$ cat config.mk
export PLATFORM = sky130hd
export DESIGN_NAME = bundle_container_validator
export DESIGN_NICKNAME = d
export VERILOG_FILES = /design/src/design/bcv_pkg.sv /design/src/design/bcv_in_reg.sv /design/src/design/bcv_parse.sv /design/src/design/bundle_container_validator.sv
export SDC_FILE = /design/constraint.sdc
export NUM_CORES = 1
export LEC_CHECK = 0
export ABC_AREA = 1
export BUFFER_PORTS_ARGS = -buffer_cell sky130_fd_sc_hd__buf_2
export CELL_PAD_IN_SITES_DETAIL_PLACEMENT = 1
export CELL_PAD_IN_SITES_GLOBAL_PLACEMENT = 1
export CORE_ASPECT_RATIO = 0.9
export CORE_MARGIN = 2
export CORE_UTILIZATION = 45
export DETAILED_ROUTE_END_ITERATION = 16
export PLACE_DENSITY_LB_ADDON = 0.15
export SLEW_MARGIN = 30
export SYNTH_ARGS = -nofsm -noshare
export SYNTH_HDL_FRONTEND = slang
export SYNTH_HIERARCHICAL = 1
export SYNTH_SLANG_ARGS = --single-unit
$ cat constraint.sdc
create_clock -name clk_i -period 8.6 [get_ports clk_i]
set_input_delay 1.72 -clock clk_i [delete_from_list [all_inputs] [get_ports clk_i]]
set_output_delay 1.72 -clock clk_i [all_outputs]
set_load 0.02 [all_outputs]
$ cat src/design/bcv_pkg.sv
// ----------------------------------------------------------------------------
// bcv_pkg
// shared types and codes for the bundle container validator
// ----------------------------------------------------------------------------
package bcv_pkg;

  // parse phase of the bundle walk
  typedef enum logic [2:0] {
    PH_HEADER    = 3'd0,
    PH_ENTRY_HDR = 3'd1,
    PH_NAME      = 3'd2,
    PH_DATA      = 3'd3,
    PH_DONE      = 3'd4
  } phase_e;

  // region tags carried with each item
  localparam logic [2:0] REGION_BUNDLE_HDR = 3'd0;
  localparam logic [2:0] REGION_ENTRY_HDR  = 3'd1;
  localparam logic [2:0] REGION_NAME       = 3'd2;
  localparam logic [2:0] REGION_DATA       = 3'd3;
  localparam logic [2:0] REGION_DISCARD    = 3'd4;

  // configuration register indexes
  localparam int unsigned CFG_IDX_W = 2;
  localparam logic [CFG_IDX_W-1:0] CFG_MAGIC   = 2'd0;
  localparam logic [CFG_IDX_W-1:0] CFG_VERSION = 2'd1;

  // result item produced for each input byte
  typedef struct packed {
    logic [7:0]  byte_out;
    logic [2:0]  region;
    logic [31:0] ent_idx;
    logic        field_start;
    logic        end_of_bundle;
    logic        status;
    logic [31:0] hdr_count;
  } result_t;

endpackage

$ cat src/design/bcv_in_reg.sv
// ----------------------------------------------------------------------------
// bcv_in_reg
// input register stage holding one accepted item for the parser
// ----------------------------------------------------------------------------
module bcv_in_reg (
  input  logic       clk_i,
  input  logic       rst_ni,
  input  logic       in_valid_i,
  output logic       in_ready_o,
  input  logic [7:0] in_byte_i,
  input  logic       in_last_i,
  input  logic       advance_i,   // downstream takes the held item this cycle
  output logic       valid_o,
  output logic [7:0] byte_o,
  output logic       last_o
);

  logic       valid_q, valid_d;
  logic [7:0] byte_q;
  logic       last_q;

  assign in_ready_o = !valid_q || advance_i;

  always_comb begin
    valid_d = valid_q;
    if (in_ready_o) begin
      valid_d = in_valid_i;
    end
  end

  always_ff @(posedge clk_i or negedge rst_ni) begin
    if (!rst_ni) begin
      valid_q <= 1'b0;
    end else begin
      valid_q <= valid_d;
    end
  end

  // payload, no reset needed
  always_ff @(posedge clk_i) begin
    if (in_ready_o && in_valid_i) begin
      byte_q <= in_byte_i;
      last_q <= in_last_i;
    end
  end

  assign valid_o = valid_q;
  assign byte_o  = byte_q;
  assign last_o  = last_q;

endmodule

$ cat src/design/bcv_parse.sv
// ----------------------------------------------------------------------------
// bcv_parse
// bundle walk state and per-byte check and tagging logic
// ----------------------------------------------------------------------------
module bcv_parse
  import bcv_pkg::*;
(
  input  logic        clk_i,
  input  logic        rst_ni,
  input  logic        step_i,      // consume the current byte
  input  logic [7:0]  byte_i,
  input  logic        last_i,
  input  logic [31:0] magic_i,
  input  logic [31:0] version_i,
  output result_t     result_o
);

  localparam logic [31:0] POS_MAGIC_END   = 32'd3;
  localparam logic [31:0] POS_VERSION_END = 32'd7;
  localparam logic [31:0] POS_COUNT_END   = 32'd11;
  localparam logic [31:0] POS_TOTAL_END   = 32'd15;
  localparam logic [2:0]  BIW_NAME_LEN_END = 3'd3;
  localparam logic [2:0]  BIW_DATA_LEN_END = 3'd7;
  localparam logic [35:0] HDR_BYTES        = 36'd16;

  phase_e      phase_q, phase_d;
  logic [31:0] pos_q, pos_d;
  logic [31:0] word_q, word_d;
  logic [2:0]  biw_q, biw_d;
  logic [31:0] entries_q, entries_d;
  logic [31:0] total_q, total_d;
  logic [31:0] seen_q, seen_d;
  logic [31:0] left_q, left_d;
  logic [31:0] pend_q, pend_d;
  logic        err_q, err_d;

  logic [31:0] shifted;
  logic [31:0] left_dec;
  logic [31:0] seen_inc;
  logic [35:0] min_total;
  logic        err;

  assign shifted   = {word_q[23:0], byte_i};
  assign left_dec  = (left_q != 32'd0) ? left_q - 32'd1 : left_q;
  assign seen_inc  = seen_q + 32'd1;
  assign min_total = {1'b0, entries_q, 3'b000} + HDR_BYTES;

  always_comb begin
    phase_d   = phase_q;
    pos_d     = pos_q;
    word_d    = word_q;
    biw_d     = biw_q;
    entries_d = entries_q;
    total_d   = total_q;
    seen_d    = seen_q;
    left_d    = left_q;
    pend_d    = pend_q;
    err       = err_q;

    result_o               = '0;
    result_o.byte_out      = byte_i;
    result_o.region        = REGION_DISCARD;
    result_o.end_of_bundle = last_i;

    if (err_q) begin
      result_o.region = REGION_DISCARD;
    end else if (phase_q == PH_HEADER) begin
      result_o.region = REGION_BUNDLE_HDR;
      word_d = shifted;
      if (pos_q == POS_MAGIC_END && shifted != magic_i) begin
        err = 1'b1;
      end else if (pos_q == POS_VERSION_END && shifted != version_i) begin
        err = 1'b1;
      end else if (pos_q == POS_COUNT_END) begin
        entries_d = shifted;
        if (shifted == 32'd0) begin
          err = 1'b1;
        end
      end else if (pos_q == POS_TOTAL_END) begin
        total_d = shifted;
        if (min_total > {4'b0000, shifted}) begin
          err = 1'b1;
        end
        phase_d = PH_ENTRY_HDR;
        biw_d   = 3'd0;
      end
      pos_d = pos_q + 32'd1;
    end else begin
      // overrun of the declared total
      if (pos_q >= total_q) begin
        err = 1'b1;
      end
      case (phase_q)
        PH_ENTRY_HDR: begin
          result_o.region  = REGION_ENTRY_HDR;
          result_o.ent_idx = seen_q;
          word_d = shifted;
          if (biw_q == BIW_NAME_LEN_END) begin
            left_d = shifted;
            if (shifted == 32'd0) begin
              err = 1'b1;
            end
            biw_d = biw_q + 3'd1;
          end else if (biw_q == BIW_DATA_LEN_END) begin
            pend_d  = shifted;
            phase_d = PH_NAME;
            biw_d   = 3'd0;
          end else begin
            biw_d = biw_q + 3'd1;
          end
        end
        PH_NAME, PH_DATA: begin
          result_o.region      = (phase_q == PH_NAME) ? REGION_NAME : REGION_DATA;
          result_o.ent_idx     = seen_q;
          result_o.field_start = (biw_q == 3'd0);
          biw_d  = 3'd1;
          left_d = left_dec;
          if (left_dec == 32'd0) begin
            if (phase_q == PH_NAME && pend_q != 32'd0) begin
              phase_d = PH_DATA;
              left_d  = pend_q;
              biw_d   = 3'd0;
            end else begin
              seen_d  = seen_inc;
              phase_d = (seen_inc == entries_q) ? PH_DONE : PH_ENTRY_HDR;
              biw_d   = 3'd0;
            end
          end
        end
        default: begin
          // trailing byte after the last entry
          result_o.region = REGION_DISCARD;
          err = 1'b1;
        end
      endcase
      if (pos_q != '1) begin
        pos_d = pos_q + 32'd1;
      end
    end

    // final byte must close the walk exactly at the declared total
    if (last_i && !err && !(phase_d == PH_DONE && pos_d == total_d)) begin
      err = 1'b1;
    end

    result_o.status    = err;
    result_o.hdr_count = (last_i && !err) ? entries_d : 32'd0;
    err_d = err;

    if (last_i) begin
      phase_d   = PH_HEADER;
      pos_d     = '0;
      word_d    = '0;
      biw_d     = '0;
      entries_d = '0;
      total_d   = '0;
      seen_d    = '0;
      left_d    = '0;
      pend_d    = '0;
      err_d     = 1'b0;
    end
  end

  always_ff @(posedge clk_i or negedge rst_ni) begin
    if (!rst_ni) begin
      phase_q   <= PH_HEADER;
      pos_q     <= '0;
      word_q    <= '0;
      biw_q     <= '0;
      entries_q <= '0;
      total_q   <= '0;
      seen_q    <= '0;
      left_q    <= '0;
      pend_q    <= '0;
      err_q     <= 1'b0;
    end else if (step_i) begin
      phase_q   <= phase_d;
      pos_q     <= pos_d;
      word_q    <= word_d;
      biw_q     <= biw_d;
      entries_q <= entries_d;
      total_q   <= total_d;
      seen_q    <= seen_d;
      left_q    <= left_d;
      pend_q    <= pend_d;
      err_q     <= err_d;
    end
  end

endmodule

$ cat src/design/bundle_container_validator.sv
// each accepted item passes the input register, then the result register
// throughput: one item per cycle, sustained while the output side takes items
// the walk state updates once per byte taken, so byte n+1 follows byte n directly
// reset: rst_ni low clears walk state, both config registers and all valid flags
// after a byte flagged last the walk returns to its reset state, registers kept
// ----------------------------------------------------------------------------
// bundle_container_validator
// checks an encoded bundle byte by byte and tags each byte with its region,
// entry index and running status
// ----------------------------------------------------------------------------
module bundle_container_validator
  import bcv_pkg::*;
(
  input  logic                 clk_i,
  input  logic                 rst_ni,
  // input stream
  input  logic                 s_axis_tvalid_i,
  output logic                 s_axis_tready_o,
  input  logic [7:0]           s_axis_tdata_i,   // [7:0] data_byte
  input  logic                 s_axis_tlast_i,   // last
  // result stream
  output logic                 m_axis_tvalid_o,
  input  logic                 m_axis_tready_i,
  // [7:0] byte_out, [39:8] ent_idx, [40] status, [72:41] hdr_count,
  // [79:73] zero
  output logic [79:0]          m_axis_tdata_o,
  output logic [3:0]           m_axis_tuser_o,   // [2:0] region, [3] field_start
  output logic                 m_axis_tlast_o,   // end_of_bundle
  // configuration writes
  input  logic                 cfg_valid_i,
  output logic                 cfg_ready_o,
  input  logic [CFG_IDX_W-1:0] cfg_index_i,
  input  logic [31:0]          cfg_data_i
);

  // configuration registers; the user must write them only while the block is idle, as the block has no check for it
  logic [31:0] magic_q, version_q;

  assign cfg_ready_o = 1'b1;

  always_ff @(posedge clk_i or negedge rst_ni) begin
    if (!rst_ni) begin
      magic_q   <= '0;
      version_q <= '0;
    end else if (cfg_valid_i) begin
      case (cfg_index_i)
        CFG_MAGIC:   magic_q   <= cfg_data_i;
        CFG_VERSION: version_q <= cfg_data_i;
        default: ;  // unknown index, write dropped
      endcase
    end
  end

  // stage 2 state, declared ahead as stage 1 looks at it
  logic    out_valid_q, out_valid_d;
  result_t out_q;

  // stage 1: input register
  logic       s1_valid;
  logic [7:0] s1_byte;
  logic       s1_last;
  logic       s1_advance;   // output register can take a new item

  assign s1_advance = !out_valid_q || m_axis_tready_i;

  bcv_in_reg u_in_reg (
    .clk_i      (clk_i),
    .rst_ni     (rst_ni),
    .in_valid_i (s_axis_tvalid_i),
    .in_ready_o (s_axis_tready_o),
    .in_byte_i  (s_axis_tdata_i),
    .in_last_i  (s_axis_tlast_i),
    .advance_i  (s1_advance),
    .valid_o    (s1_valid),
    .byte_o     (s1_byte),
    .last_o     (s1_last)
  );

  // walk logic between the input and result registers; state moves on
  // only when the held byte is handed to the result register
  logic    step;
  result_t result;

  assign step = s1_valid && s1_advance;

  bcv_parse u_parse (
    .clk_i     (clk_i),
    .rst_ni    (rst_ni),
    .step_i    (step),
    .byte_i    (s1_byte),
    .last_i    (s1_last),
    .magic_i   (magic_q),
    .version_i (version_q),
    .result_o  (result)
  );

  // stage 2: result register, parts the output handshake from the walk
  always_comb begin
    out_valid_d = out_valid_q;
    if (s1_advance) begin
      out_valid_d = s1_valid;
    end
  end

  always_ff @(posedge clk_i or negedge rst_ni) begin
    if (!rst_ni) begin
      out_valid_q <= 1'b0;
    end else begin
      out_valid_q <= out_valid_d;
    end
  end

  always_ff @(posedge clk_i) begin
    if (step) begin
      out_q <= result;
    end
  end

  assign m_axis_tvalid_o = out_valid_q;
  assign m_axis_tdata_o  = {7'b0000000, out_q.hdr_count, out_q.status,
                            out_q.ent_idx, out_q.byte_out};
  assign m_axis_tuser_o  = {out_q.field_start, out_q.region};
  assign m_axis_tlast_o  = out_q.end_of_bundle;

endmodule
==> impl_results.md <==
* FF+latch count, synth at about 380
* Gr ovfl total at 0
* Root Driver: clkbuf_16
* Final setup TNS at 0 ps
* Chip width at 244 microns
* Clk sinks at 376
* Setup slack after layout at 2770 ps
* Async SR Flop Fraction at roughly 77%
* Vias in the first global route at around 22,000
* RD Place Congestion at between 0.9 and 1
* # DRC at 0
* Post-synthesis cell count at 3,095
* Die span in y at 220 microns
* Number of gates resized after cts at 0
* Clock skew at 15.7 ps
* Via-per-instance ratio at roughly 5.7
* Area Growth Syn to Fin at 10.4%
* Netlist cell types at between 50 and 60
* Setup Crit Path Kind: register to register
* Post-DP HPWL at about 60,000 microns
* Syn Std Cell Area at approximately 0.023 sq mm
* Max_cap viols at 0
* Worst Tran Pin Value at around 950 ps
* Worst Path Max Fanout at 32
* Pre-CTS WS at around 2800 ps
* Vias at 21,800
* Clock Tree Buf Depth at 3
* Num CTS Buffers at 43
* Share of cells above drive strength 1 at under 10%
* First-pass GRT wire length at between 100,000 and 150,000 microns
* Top FF cell, synth: dfrtp_1
* Worst skew pair latency at between 500 and 600 ps
* Fmax at 172 MHz
* Number of synthesized flops with an enable pin at a little under 90
* Hold Path Class: register to register
* Pwr per Cell Area at slightly above 200 mW/mm^2
* Crit. End Element: register
* Buffers on Ports at 127
* Number of antenna violations at the first check in global routing at 2
* CTS H-Tree Depth at 2
* Period utilization at 67.8%
* Period minus WS final at just under 6000 ps
* RSZ-0062 raised after global routing: no
* Core ar. at 0.0514 sq mm
* Starting Density at around 45%
* Finish-stage setup viols at 0
* Largest net degree at the start of global routing at about 120
* Status: completed
* Peak supply drop at 0.117 mV
* Leakage at roughly 12 nW
* DR pass1 iterations at 5
* Total GRT Usage at 31.5%
* Drt initial violations at approximately 1,700
* CTS tree: built
* Worst endpoint required time at about 9000 ps
* WHS at between 400 and 500 ps
* Clk slew on worst S/H paths at approximately 60 ps
* Final instance area at about 0.026 sq mm
* WP data arrival at slightly above 6000 ps
* Max-slew violation count at 0
* Cts hold-fix bufs at 0
* Synthesis warning total at 6
* Post-synthesis sequential area ratio at between 40% and 50%
* DRT antenna net count at 0
* Commonest non-fill, non-tap cell in the layout: nand2_1
* Final Hold Viols at 0
* Rows at a little under 80
* Wirelength, routed at 84,300 microns
* Total Nets Final at about 3,300
* Syn_area_per_cell at 7.53 sq um
* DP Area at 0.0243 sq mm
* Die ar. at 0.0536 sq mm
* Crit start category: register
* IO Pins at approximately 140
* Post-CTS Setup Bufs at 0
* Commonest cells after routing, fill and taps aside: 841 x nand2_1, 333 x inv_1, 320 x nor2_1, 289 x dfrtp_1, 199 x nand3_1
* Slew headroom at 36.3%
* DR WL/cell at between 20 and 25 microns
critical path: stages (launching register included):
cell,delay [ps]
dfrtp_1,400
inv_1,100
nor3_1,310
nand3_1,170
nor2_1,260
inv_1,110
nor2_1,180
nand2_1,130
nor3_1,240
nand3_1,200
nor4_2,330
nand2_1,150
nor3_1,160
a21oi_1,70
ha_1,300
nand2_1,70
nor2_1,160
nand4_1,100
nor4b_1,330
nand3_1,110
nand2_1,100
nand4_1,100
nand2_1,80
nand2_1,50
a21oi_1,320
nand4_4,750
nor2_2,340
stage by stage:
stage	cells	power, mW	utilization (%)
after floorplan	3101	3.02	-
after global placement	3783	3.43	47.3
after detailed placement	3783	3.48	47.3
after CTS	3861	5.33	50.0
after global routing	3862	5.57	50.1
final	3864	5.31	50.1
final cells by class:
| cell class | instances | area (sq um) |
|---|---|---|
| Timing Repair Buffer | 154 | 900 |
| Antenna cell | 2 | 5.00 |
| Tap cell | 688 | 861 |
| Multi-Input combinational cell | 2213 | 11400 |
| Fill cell | 6465 | 25700 |
| Clock inverter | 20 | 165 |
| Clock buffer | 58 | 1210 |
| Inverter | 353 | 1330 |
| Sequential cell | 376 | 9840 |
state kept, by name (all words and copies together), names as in the netlist, 3 cells and up:
signal and count:
u_parse/seen_q 32, u_parse/entries_q 32, magic_q 32, u_parse/biw_q 3
u_parse/word_q 24, u_parse/pos_q 32, version_q 32, m_axis_tuser_o 4
u_parse/left_q 32, u_parse/total_q 32, u_parse/phase_q 3, u_parse/pend_q 32
u_in_reg/byte_o 8, m_axis_tdata_o 73
kinds of logic after synthesis:
family	Yosys count	synth area share, %
AND/OR/NAND/NOR	1555	28.7
XOR/XNOR	127	5.05
other	2	0.0322
buffers and inverters	512	9.03
flip-flops	376	42.2
AO/OA/AOI/OAI	454	11.3
adder cells (fa/ha/maj)	69	3.70
worst paths after layout:
path	start	end	slack, ps	cells after the start
min in group asynchronous	rst_ni	u_parse/pos_q[12]	1060	1
hold / removal	version_q[27]	version_q[27]	490	2
setup / recovery	u_parse/entries_q[2]	m_axis_tdata_o[53]	2770	26
hold reg to reg	version_q[27]	version_q[27]	490	2
setup reg to reg	u_parse/entries_q[2]	m_axis_tdata_o[53]	2770	26
max in group asynchronous	rst_ni	u_parse/entries_q[21]	6160	3
per-layer routing:
metal | wire [microns] | part of all wire (%) | vias to the layer above | GRT usage (%)
met4 | 3570 | 4.2 | 6 | 13.5
met5 | 69 | 0.082 | - | 0.643
met3 | 4900 | 5.8 | 169 | 5.13
met2 | 37600 | 45 | 576 | 48.9
met1 | 38100 | 45 | 10800 | 43.5
li1 | - | - | 10200 | -
synth_stat cells (7+ instances only):
cell      instances  share of area (%)
a21oi_1          62                1.3
a22oi_1          25               0.81
buf_1             7               0.11
buf_2            28               0.60
buf_4            23               0.74
buf_6             8               0.39
clkbuf_1         93                1.5
dfrtp_1         289                 31
edfxtp_1         87                 11
ha_1             69                3.7
inv_1           335                5.4
inv_2            14               0.23
nand2_1         843                 14
nand3_1         199                4.3
nand4_1          77                2.1
nor2_1          321                5.2
nor2_2           32               0.86
nor2_4           16               0.77
nor3_1           29               0.62
nor4_1           19               0.51
o211ai_1         14               0.45
o21ai_0         177                3.8
o21ai_1          22               0.47
o22ai_1         117                3.1
o31ai_1          18               0.58
xnor2_1          69                2.6
xor2_1           53                2.0
report_power, final:
group	total [mW]	internal [mW]	switching, mW
sequential	2.21	2.00	0.212
clock	1.84	1.07	0.774
combinational	1.26	0.394	0.866
total	5.31	3.46	1.85
Note: power is estimated with default switching activity, not from simulation.
